File: src/rtl/ps2sc_pkg.sv
// Shared types, key codes and ASCII lookup tables for the PS/2 scancode decoder.
package ps2sc_pkg;

    typedef enum logic [1:0] {
        CMD_SCANCODE = 2'd0,
        CMD_POP      = 2'd1,
        CMD_FLUSH    = 2'd2,
        CMD_REINIT   = 2'd3
    } cmd_t;

    localparam logic [6:0] KEY_LSHIFT = 7'h2A;
    localparam logic [6:0] KEY_RSHIFT = 7'h36;
    localparam logic [6:0] KEY_CAPS   = 7'h3A;

    // Depth of the output word queue behind the memory read stage.
    localparam int OQ_DEPTH = 4;
    localparam int OQ_PTR_W = 2;
    localparam int OQ_CNT_W = 3;

    typedef struct packed {
        logic [6:0] character;
        logic       char_valid;
        logic       buffer_empty;
        logic       buffer_full;
        logic       push_dropped;
        logic       shift_active;
        logic       caps_active;
    } result_t;

    // Unshifted set-1 key map; zero means the key produces no character.
    function automatic logic [6:0] plain_char(input logic [6:0] key);
        logic [6:0] c;
        begin
            case (key)
                7'h01: c = 7'h1B;
                7'h02: c = 7'h31;
                7'h03: c = 7'h32;
                7'h04: c = 7'h33;
                7'h05: c = 7'h34;
                7'h06: c = 7'h35;
                7'h07: c = 7'h36;
                7'h08: c = 7'h37;
                7'h09: c = 7'h38;
                7'h0A: c = 7'h39;
                7'h0B: c = 7'h30;
                7'h0C: c = 7'h2D;
                7'h0D: c = 7'h3D;
                7'h0E: c = 7'h08;
                7'h0F: c = 7'h09;
                7'h10: c = 7'h71;
                7'h11: c = 7'h77;
                7'h12: c = 7'h65;
                7'h13: c = 7'h72;
                7'h14: c = 7'h74;
                7'h15: c = 7'h79;
                7'h16: c = 7'h75;
                7'h17: c = 7'h69;
                7'h18: c = 7'h6F;
                7'h19: c = 7'h70;
                7'h1A: c = 7'h5B;
                7'h1B: c = 7'h5D;
                7'h1C: c = 7'h0A;
                7'h1E: c = 7'h61;
                7'h1F: c = 7'h73;
                7'h20: c = 7'h64;
                7'h21: c = 7'h66;
                7'h22: c = 7'h67;
                7'h23: c = 7'h68;
                7'h24: c = 7'h6A;
                7'h25: c = 7'h6B;
                7'h26: c = 7'h6C;
                7'h27: c = 7'h3B;
                7'h28: c = 7'h27;
                7'h29: c = 7'h60;
                7'h2B: c = 7'h5C;
                7'h2C: c = 7'h7A;
                7'h2D: c = 7'h78;
                7'h2E: c = 7'h63;
                7'h2F: c = 7'h76;
                7'h30: c = 7'h62;
                7'h31: c = 7'h6E;
                7'h32: c = 7'h6D;
                7'h33: c = 7'h2C;
                7'h34: c = 7'h2E;
                7'h35: c = 7'h2F;
                7'h37: c = 7'h2A;
                7'h39: c = 7'h20;
                default: c = 7'h00;
            endcase
            return c;
        end
    endfunction

    // Shifted set-1 key map.
    function automatic logic [6:0] shift_char(input logic [6:0] key);
        logic [6:0] c;
        begin
            case (key)
                7'h01: c = 7'h1B;
                7'h02: c = 7'h21;
                7'h03: c = 7'h40;
                7'h04: c = 7'h23;
                7'h05: c = 7'h24;
                7'h06: c = 7'h25;
                7'h07: c = 7'h5E;
                7'h08: c = 7'h26;
                7'h09: c = 7'h2A;
                7'h0A: c = 7'h28;
                7'h0B: c = 7'h29;
                7'h0C: c = 7'h5F;
                7'h0D: c = 7'h2B;
                7'h0E: c = 7'h08;
                7'h0F: c = 7'h09;
                7'h10: c = 7'h51;
                7'h11: c = 7'h57;
                7'h12: c = 7'h45;
                7'h13: c = 7'h52;
                7'h14: c = 7'h54;
                7'h15: c = 7'h59;
                7'h16: c = 7'h55;
                7'h17: c = 7'h49;
                7'h18: c = 7'h4F;
                7'h19: c = 7'h50;
                7'h1A: c = 7'h7B;
                7'h1B: c = 7'h7D;
                7'h1C: c = 7'h0A;
                7'h1E: c = 7'h41;
                7'h1F: c = 7'h53;
                7'h20: c = 7'h44;
                7'h21: c = 7'h46;
                7'h22: c = 7'h47;
                7'h23: c = 7'h48;
                7'h24: c = 7'h4A;
                7'h25: c = 7'h4B;
                7'h26: c = 7'h4C;
                7'h27: c = 7'h3A;
                7'h28: c = 7'h22;
                7'h29: c = 7'h7E;
                7'h2B: c = 7'h7C;
                7'h2C: c = 7'h5A;
                7'h2D: c = 7'h58;
                7'h2E: c = 7'h43;
                7'h2F: c = 7'h56;
                7'h30: c = 7'h42;
                7'h31: c = 7'h4E;
                7'h32: c = 7'h4D;
                7'h33: c = 7'h3C;
                7'h34: c = 7'h3E;
                7'h35: c = 7'h3F;
                7'h37: c = 7'h2A;
                7'h39: c = 7'h20;
                default: c = 7'h00;
            endcase
            return c;
        end
    endfunction

endpackage

File: src/rtl/ps2sc_in_if.sv
// Input channel: command and scancode words with a valid/ready handshake.
interface ps2sc_in_if;
    logic       valid;
    logic       ready;
    logic [1:0] cmd;
    logic [7:0] scancode;

    modport source (output valid, output cmd, output scancode, input ready);
    modport sink   (input valid, input cmd, input scancode, output ready);
endinterface

File: src/rtl/ps2sc_out_if.sv
// Output channel: decoded character and status words with a valid/ready handshake.
interface ps2sc_out_if;
    logic       valid;
    logic       ready;
    logic [6:0] character;
    logic       char_valid;
    logic       buffer_empty;
    logic       buffer_full;
    logic       push_dropped;
    logic       shift_active;
    logic       caps_active;

    modport source (output valid, output character, output char_valid,
                    output buffer_empty, output buffer_full, output push_dropped,
                    output shift_active, output caps_active, input ready);
    modport sink   (input valid, input character, input char_valid,
                    input buffer_empty, input buffer_full, input push_dropped,
                    input shift_active, input caps_active, output ready);
endinterface

File: src/rtl/ps2sc_out_queue.sv
// Small output word queue that decouples the decoder from a stalling receiver.
module ps2sc_out_queue
(
    input  logic                          clk,
    input  logic                          rst_n,
    input  logic                          push,
    input  ps2sc_pkg::result_t            push_word,
    output logic [ps2sc_pkg::OQ_CNT_W-1:0] count,
    ps2sc_out_if.source                   result
);

    ps2sc_pkg::result_t                 q_reg [ps2sc_pkg::OQ_DEPTH];
    logic [ps2sc_pkg::OQ_PTR_W-1:0]     wr_ptr_reg;
    logic [ps2sc_pkg::OQ_PTR_W-1:0]     rd_ptr_reg;
    logic [ps2sc_pkg::OQ_CNT_W-1:0]     count_reg;
    logic [ps2sc_pkg::OQ_CNT_W-1:0]     count_next;
    logic                               pop;
    ps2sc_pkg::result_t                 head;

    assign pop   = result.valid && result.ready;
    assign count = count_reg;
    assign head  = q_reg[rd_ptr_reg];

    assign result.valid        = (count_reg != '0);
    assign result.character    = head.character;
    assign result.char_valid   = head.char_valid;
    assign result.buffer_empty = head.buffer_empty;
    assign result.buffer_full  = head.buffer_full;
    assign result.push_dropped = head.push_dropped;
    assign result.shift_active = head.shift_active;
    assign result.caps_active  = head.caps_active;

    always_comb
    begin
        count_next = count_reg;
        if (push && !pop)
        begin
            count_next = count_reg + 1'b1;
        end
        else if (pop && !push)
        begin
            count_next = count_reg - 1'b1;
        end
    end

    always_ff @(posedge clk or negedge rst_n)
    begin
        if (!rst_n)
        begin
            wr_ptr_reg <= '0;
            rd_ptr_reg <= '0;
            count_reg  <= '0;
        end
        else
        begin
            if (push)
            begin
                wr_ptr_reg <= wr_ptr_reg + 1'b1;
            end
            if (pop)
            begin
                rd_ptr_reg <= rd_ptr_reg + 1'b1;
            end
            count_reg <= count_next;
        end
    end

    always_ff @(posedge clk)
    begin
        if (push)
        begin
            q_reg[wr_ptr_reg] <= push_word;
        end
    end

endmodule

File: src/rtl/ps2_scancode_to_ascii_fifo_top.sv
// Top level of the PS/2 set-1 scancode to ASCII decoder with its character FIFO.
//
// The scan channel takes one word per cycle while scan ready is high: a command and a scancode byte.
// A scancode command updates the shift and caps lock flags or looks the key
// up in the plain or shifted map and pushes a nonzero character into the
// character FIFO. Pop, flush and reinitialize commands act on the FIFO and
// the flags. Every accepted word yields exactly one word on the result
// channel, carrying the popped character and the status after that word.
//
// The character FIFO lives in a single memory with a registered read port,
// and holds FIFO_DEPTH-1 characters. A word is decoded when it is accepted;
// the read data and its status word are registered in the memory read stage,
// and the result is then written into a four-word output queue, from which it is offered.
// One word per cycle is sustained while the receiver
// takes results. When the receiver stalls, the output queue absorbs the
// words already in flight and scan ready drops once it would overflow.
// Reset clears the flags, the FIFO pointers and the output queue; the FIFO
// memory itself is not cleared, since only written entries are ever read.
module ps2_scancode_to_ascii_fifo_top #(
    parameter int FIFO_DEPTH = 256
)
(
    input  logic        clk,
    input  logic        rst_n,
    ps2sc_in_if.sink    scan,
    ps2sc_out_if.source result
);

    localparam int PTR_W = (FIFO_DEPTH > 1) ? $clog2(FIFO_DEPTH) : 1;
    localparam logic [PTR_W-1:0] PTR_LAST = PTR_W'(FIFO_DEPTH - 1);

    function automatic logic [PTR_W-1:0] ptr_inc(input logic [PTR_W-1:0] p);
        return (p == PTR_LAST) ? '0 : p + 1'b1;
    endfunction

    // Character FIFO storage.
    logic [6:0]         mem [FIFO_DEPTH];
    logic [6:0]         rd_data_reg;

    logic               shift_reg;
    logic               shift_next;
    logic               caps_reg;
    logic               caps_next;
    logic [PTR_W-1:0]   wr_ptr_reg;
    logic [PTR_W-1:0]   wr_ptr_next;
    logic [PTR_W-1:0]   rd_ptr_reg;
    logic [PTR_W-1:0]   rd_ptr_next;

    // Memory read stage: status word waiting for the read data.
    logic               p_valid_reg;
    ps2sc_pkg::result_t p_word_reg;
    ps2sc_pkg::result_t p_word_next;
    ps2sc_pkg::result_t q_word;

    logic [ps2sc_pkg::OQ_CNT_W-1:0] q_count;

    logic               accept;
    ps2sc_pkg::cmd_t    cmd;
    logic               released;
    logic [6:0]         key;
    logic [6:0]         lookup;
    logic               fifo_empty;
    logic               fifo_full;
    logic               do_push;
    logic               do_pop;
    logic               dropped;

    // Room is counted against the queue plus the word in the read stage.
    assign scan.ready = ({1'b0, q_count} + {{ps2sc_pkg::OQ_CNT_W{1'b0}}, p_valid_reg})
                        < (ps2sc_pkg::OQ_CNT_W + 1)'(ps2sc_pkg::OQ_DEPTH);
    assign accept     = scan.valid && scan.ready;

    assign cmd        = ps2sc_pkg::cmd_t'(scan.cmd);
    assign released   = scan.scancode[7];
    assign key        = scan.scancode[6:0];
    assign lookup     = (shift_reg ^ caps_reg) ? ps2sc_pkg::shift_char(key)
                                               : ps2sc_pkg::plain_char(key);
    assign fifo_empty = (wr_ptr_reg == rd_ptr_reg);
    assign fifo_full  = (ptr_inc(wr_ptr_reg) == rd_ptr_reg);

    always_comb
    begin
        shift_next  = shift_reg;
        caps_next   = caps_reg;
        wr_ptr_next = wr_ptr_reg;
        rd_ptr_next = rd_ptr_reg;
        do_push     = 1'b0;
        do_pop      = 1'b0;
        dropped     = 1'b0;
        case (cmd)
            ps2sc_pkg::CMD_SCANCODE:
            begin
                if (key == ps2sc_pkg::KEY_LSHIFT || key == ps2sc_pkg::KEY_RSHIFT)
                begin
                    shift_next = !released;
                end
                else if (!released && key == ps2sc_pkg::KEY_CAPS)
                begin
                    caps_next = !caps_reg;
                end
                else if (!released && lookup != 7'h00)
                begin
                    if (fifo_full)
                    begin
                        dropped = 1'b1;
                    end
                    else
                    begin
                        do_push     = 1'b1;
                        wr_ptr_next = ptr_inc(wr_ptr_reg);
                    end
                end
            end
            ps2sc_pkg::CMD_POP:
            begin
                if (!fifo_empty)
                begin
                    do_pop      = 1'b1;
                    rd_ptr_next = ptr_inc(rd_ptr_reg);
                end
            end
            ps2sc_pkg::CMD_FLUSH:
            begin
                wr_ptr_next = '0;
                rd_ptr_next = '0;
            end
            ps2sc_pkg::CMD_REINIT:
            begin
                shift_next  = 1'b0;
                caps_next   = 1'b0;
                wr_ptr_next = '0;
                rd_ptr_next = '0;
            end
            default:
            begin
                shift_next = shift_reg;
            end
        endcase

        p_word_next.character    = 7'h00;
        p_word_next.char_valid   = do_pop;
        p_word_next.buffer_empty = (wr_ptr_next == rd_ptr_next);
        p_word_next.buffer_full  = (ptr_inc(wr_ptr_next) == rd_ptr_next);
        p_word_next.push_dropped = dropped;
        p_word_next.shift_active = shift_next;
        p_word_next.caps_active  = caps_next;
    end

    always_ff @(posedge clk or negedge rst_n)
    begin
        if (!rst_n)
        begin
            shift_reg   <= 1'b0;
            caps_reg    <= 1'b0;
            wr_ptr_reg  <= '0;
            rd_ptr_reg  <= '0;
            p_valid_reg <= 1'b0;
        end
        else
        begin
            p_valid_reg <= accept;
            if (accept)
            begin
                shift_reg  <= shift_next;
                caps_reg   <= caps_next;
                wr_ptr_reg <= wr_ptr_next;
                rd_ptr_reg <= rd_ptr_next;
            end
        end
    end

    // A push writes at the write pointer; a pop reads at the read pointer.
    // Both never happen for the same word, and a read that follows a write
    // to the same entry already sees the new data.
    always_ff @(posedge clk)
    begin
        if (accept && do_push)
        begin
            mem[wr_ptr_reg] <= lookup;
        end
        if (accept && do_pop)
        begin
            rd_data_reg <= mem[rd_ptr_reg];
        end
        if (accept)
        begin
            p_word_reg <= p_word_next;
        end
    end

    always_comb
    begin
        q_word           = p_word_reg;
        q_word.character = p_word_reg.char_valid ? rd_data_reg : 7'h00;
    end

    ps2sc_out_queue u_out_queue
    (
        .clk       (clk),
        .rst_n     (rst_n),
        .push      (p_valid_reg),
        .push_word (q_word),
        .count     (q_count),
        .result    (result)
    );

endmodule

File: src/flat_wrapper.sv
// flat-port wrapper written by rule: the top's interface ports become plain ports
module ps2_scancode_to_ascii_fifo_top_flat 
#(
    parameter int FIFO_DEPTH = 256
)
  (clk, rst_n, scan_valid, scan_cmd, scan_scancode, scan_ready, result_valid, result_character, result_char_valid, result_buffer_empty, result_buffer_full, result_push_dropped, result_shift_active, result_caps_active, result_ready);
  ps2sc_in_if scan_i ();
  ps2sc_out_if result_i ();
  input  logic clk;
  input  logic rst_n;
  input wire logic [$bits(scan_i.valid)-1:0] scan_valid;
  input wire logic [$bits(scan_i.cmd)-1:0] scan_cmd;
  input wire logic [$bits(scan_i.scancode)-1:0] scan_scancode;
  output wire logic [$bits(scan_i.ready)-1:0] scan_ready;
  output wire logic [$bits(result_i.valid)-1:0] result_valid;
  output wire logic [$bits(result_i.character)-1:0] result_character;
  output wire logic [$bits(result_i.char_valid)-1:0] result_char_valid;
  output wire logic [$bits(result_i.buffer_empty)-1:0] result_buffer_empty;
  output wire logic [$bits(result_i.buffer_full)-1:0] result_buffer_full;
  output wire logic [$bits(result_i.push_dropped)-1:0] result_push_dropped;
  output wire logic [$bits(result_i.shift_active)-1:0] result_shift_active;
  output wire logic [$bits(result_i.caps_active)-1:0] result_caps_active;
  input wire logic [$bits(result_i.ready)-1:0] result_ready;
  assign scan_i.valid = scan_valid;
  assign scan_i.cmd = scan_cmd;
  assign scan_i.scancode = scan_scancode;
  assign scan_ready = scan_i.ready;
  assign result_valid = result_i.valid;
  assign result_character = result_i.character;
  assign result_char_valid = result_i.char_valid;
  assign result_buffer_empty = result_i.buffer_empty;
  assign result_buffer_full = result_i.buffer_full;
  assign result_push_dropped = result_i.push_dropped;
  assign result_shift_active = result_i.shift_active;
  assign result_caps_active = result_i.caps_active;
  assign result_i.ready = result_ready;
  ps2_scancode_to_ascii_fifo_top #(.FIFO_DEPTH(FIFO_DEPTH)) u_core (.clk(clk), .rst_n(rst_n), .scan(scan_i), .result(result_i));
endmodule
File: config.mk
export PLATFORM = sky130hd
export DESIGN_NAME = ps2_scancode_to_ascii_fifo_top_flat
export DESIGN_NICKNAME = d
export VERILOG_FILES = /design/src/rtl/ps2sc_pkg.sv /design/src/rtl/ps2sc_in_if.sv /design/src/rtl/ps2sc_out_if.sv /design/src/rtl/ps2sc_out_queue.sv /design/src/rtl/ps2_scancode_to_ascii_fifo_top.sv /design/src/flat_wrapper.sv
export SDC_FILE = /design/constraint.sdc
export NUM_CORES = 2
export LEC_CHECK = 0
export ABC_AREA = 0
export BUFFER_PORTS_ARGS = -buffer_cell sky130_fd_sc_hd__buf_2
export CAP_MARGIN = 10
export CORE_ASPECT_RATIO = 1.2
export CORE_MARGIN = 2
export CORE_UTILIZATION = 63
export DETAILED_ROUTE_END_ITERATION = 10
export PLACE_DENSITY = 0.79
export SLEW_MARGIN = 25
export SYNTH_ARGS = -nofsm -noshare
export SYNTH_HDL_FRONTEND = slang
export SYNTH_SLANG_ARGS = --single-unit
File: constraint.sdc
create_clock -name clk -period 17.7 [get_ports clk]
set_clock_uncertainty 0.15 [all_clocks]
set_input_delay 5.31 -clock clk [delete_from_list [all_inputs] [get_ports clk]]
set_output_delay 5.31 -clock clk [all_outputs]
set_load 0.05 [all_outputs]
==> summary.md <==
| Metric | Value |
|---|---|
| Final worst path period share | 0.632 |
| Post-layout minimum cycle time | 11.18 ns |
| Post-CTS Setup Bufs | 0 |
| Predominant post-synthesis flop cell | edfxtp_1 |
| Slew headroom | 0.249 |
| Maximum single-stage delay on the critical path | 0.91 ns |
| Cell variety after synth | 94 |
| IR drop worst, VDD | 0.0000931 V |
| Pwr per Cell Area | 127 mW/mm² |
| Initial Util | 0.637 |
| Chip Height | 383 µm |
| Global-route congestion overflow total | 0 |
| Clock H-tree levels | 4 |
| Max FFs per register | 1792 |
| Worst Tran Pin Value | 1.12 ns |
| Number of antenna violations at the first check in global routing | 9 |
| Site row count | 138 |
| Unrepaired setup endpoints after global routing | false |
| Flop and latch count out of synthesis | 1883 |
| Utilization of the core after routing | 0.703 |
| Largest cells by area after synthesis | edfxtp_1 74%, mux4_2 18%, nor2_1 1.5%, dfrtp_1 0.86%, clkbuf_1 0.68% |
| Total negative slack | 0 ns |
| Critical Path Start Type | primary input |
| Area enclosed by the die boundary | 0.122 mm² |
| Hold Path Class | reg2reg |
| Insertion delay of the later-clocked pin in the worst-skew pair | 0.80 ns |
| Cells traversed along the worst timing path | buf_2 > inv_2 > ha_1 > mux2i_1 > o211ai_1 > a21boi_0 > o32ai_4 > buf_12 > nor3_1 > a31oi_4 > nand3_1 > nor2_1 > nand3_1 > nor2_1 |
| Post-synthesis instance area | 0.0753 mm² |
| Number of sinks handled by clock tree synthesis | 1883 |
| Count of hold-fix buffers inserted at cts | 0 |
| Number of nets with antenna violations after routing | 0 |
| Sequential-to-total area share from yosys stat | 0.749 |
| Cell chosen for the clock root | clkbuf_16 |
| Largest area contributor in the netlist | edfxtp_1 |
| Via count of the first global-routing pass | 38400 |
| Async set-or-reset flop fraction in the synthesized netlist | 0.0138 |
| Final #Nets | 3553 |
| Maximum fanout along the worst path | 191 |
| Top-level port count | 29 |
| Core Region | 0.118 mm² |
| Warning count from the yosys run | 0 |
| Worst hold start | u_core.u_out_queue.count[2]$_DFFE_PN0P_ |
| Leakage power total | 0.0252 µW |
| Wire length of the first global-routing pass | 284 mm |
| Iteration-0 DRC Markers | 6849 |
| Worst-path cell with the longest stage delay | nor2_1 |
| Synthesis-to-layout area growth | 10.5% |
| Vias | 38400 |
| Hpwl dp | 104 mm |
| Peak Freq | 89.4 MHz |
| Total GRT Usage | 0.327 |
| Synthesized Nets | 3499 |
| Number of optimization iterations in the first detailed-route pass | 8 |
| Number of hold-slack violations in the final timing report | 0 |
| Startpoint-to-endpoint class of the critical path | in2reg |
| TritonCTS clock tree | yes |
| EDFF count, synth | 1857 |
| Final weighted congestion in routability-driven placement | 0.918 |
| Average cell area after synthesis | 21.8 µm² |
| Wirelength per Cell | 37.6 µm |
| Chip Width | 320 µm |
| DR DRC count | 0 |
| Reg-to-Reg Start | u_core.rd_ptr_reg[0]$_DFFE_PN0P_ |
| Largest net degree at the start of global routing | 192 |
| Routed via count divided by cell count | 7.38 |
| Max-cap violations | 0 |
| Clock-pin slew of the registers on the worst-case setup and hold paths | 0.06 ns |
| Max-slew violation count | 0 |
| Outcome | finished clean |
| Category of the worst setup path capture point | flop |
| Total wirelength of the detailed-routed design | 196 mm |
| Cell count after synthesis | 3459 |
| Data required time of the worst path | 17.95 ns |
| Number of instances resized during post-cts repair | 0 |
| Area share of the leading cell type in the synthesized netlist | 0.741 |
| Count of input and output buffers | 28 |
| Startpoint of the worst setup timing path | scan_scancode[2] |
| Data arrival time of the critical path | 11.43 ns |
| CTS max path bufs | 3 |
| Fraction of final layout cells sized beyond drive strength 1 | 0.280 |
| CTS buffer count | 170 |
| Setup-violating endpoint count in the final report | 0 |
-- cells by family after synthesis --
kind of cell             after synthesis  synth area share
AND/OR/NAND/NOR                      497            0.0293
multiplexers                         627             0.185
flip-flops                          1883             0.749
adder cells (fa/ha/maj)               26           0.00442
XOR/XNOR                              41           0.00487
AO/OA/AOI/OAI                        148            0.0146
buffers and inverters                237            0.0128
-- final timing paths --
check                      cells past startpoint                                      end  slack [ns]
setup reg to reg                               8          u_core.rd_data_reg[5]$_DFFE_PP_       11.18
min in group asynchronous                      1         u_core.rd_ptr_reg[6]$_DFFE_PN0P_        4.40
setup / recovery                              14              u_core.mem[80][3]$_DFFE_PP_        6.52
hold / removal                                 1  u_core.u_out_queue.count[2]$_DFFE_PN0P_        0.35
hold reg to reg                                1  u_core.u_out_queue.count[2]$_DFFE_PN0P_        0.35
max in group asynchronous                      1         u_core.rd_ptr_reg[0]$_DFFE_PN0P_       12.48
-- layout make-up --
| cell class | instances | area [µm²] |
|---|---|---|
| Fill cell | 6162 | 35100 |
| Tap cell | 1540 | 1930 |
| Multi-Input combinational cell | 1339 | 18000 |
| Sequential cell | 1883 | 56400 |
| Antenna cell | 1 | 2.50 |
| Clock buffer | 202 | 4480 |
| Inverter | 28 | 113 |
| Clock inverter | 112 | 1460 |
| Timing Repair Buffer | 91 | 719 |
-- critical path, delay by kind of cell --
kind | cells | cell delay [ns]
adder cells (fa/ha/maj) | 1 | 0.25
buffers and inverters | 3 | 1.41
AO/OA/AOI/OAI | 4 | 1.09
multiplexers | 1 | 0.15
AND/OR/NAND/NOR | 5 | 3.15
-- routing by layer --
layer	up-vias	global-route usage	share of wire
li1	14600	-	-
met1	20000	0.443	0.34
met2	3174	0.517	0.49
met3	571	0.0684	0.11
met4	8	0.164	0.058
met5	-	0	0.00029
-- cell usage in the layout, fill, tap and decap left out, drive strengths merged, types with 16 or more instances in the layout --
cell type	Yosys	routed
clkinv	0	57
nand2	73	73
o21ai	37	37
clkbuf	137	202
edfxtp	1857	1857
xnor2	25	25
bufinv	0	31
buf	72	91
ha	25	25
nor2	306	306
a21oi	22	22
dfrtp	26	26
inv	28	37
xor2	16	16
mux4	608	608
nand3	25	25
-- synthesized netlist by cell type, types with 3 or more instances --
cell type / count
o21ai_1: 5
nor4_1: 3
edfxtp_1: 1857
a2111oi_2: 3
or3_1: 9
xor2_1: 15
mux2_2: 4
o22ai_1: 4
a211oi_1: 5
o31ai_1: 8
mux2i_1: 11
and3_1: 6
xnor2_1: 25
o21ai_0: 32
dfrtp_1: 26
nand2b_1: 12
and2_1: 13
nand4_1: 5
inv_2: 3
a21oi_1: 21
a31oi_1: 10
nand3b_1: 3
o311ai_1: 3
buf_6: 5
clkbuf_1: 137
nand4b_1: 5
buf_4: 4
nand2_1: 73
o32ai_1: 3
o211ai_1: 8
nor3_1: 5
buf_1: 45
or2_2: 3
buf_2: 18
nor2_1: 306
a311oi_1: 4
nor2b_1: 9
nand3_1: 23
ha_1: 25
inv_1: 25
mux4_2: 608
-- report_power, final --
group          total (µW)  internal [µW]  switching (µW)
Clock                3970           2280            1690
Sequential           5170           5120            52.8
Combinational        1440            540             895
Total               10600           7940            2640
-- stage by stage --
step / cell area (µm²) / setup slack (ns) / total power [µW] / hold slack (ns) / std cells
floorplan: 75300 / 0.432 / 6250 / 0.305 / 3459
global placement: 77200 / 5.82 / 6620 / 0.325 / 4879
detailed placement: 77200 / 5.91 / 6670 / 0.338 / 4879
CTS: 83100 / 6.62 / 10600 / 0.352 / 5193
global route: 83200 / 6.34 / 10800 / 0.364 / 5195
finish: 83200 / 6.52 / 10600 / 0.346 / 5196
Power figures use the tool's default switching activity.
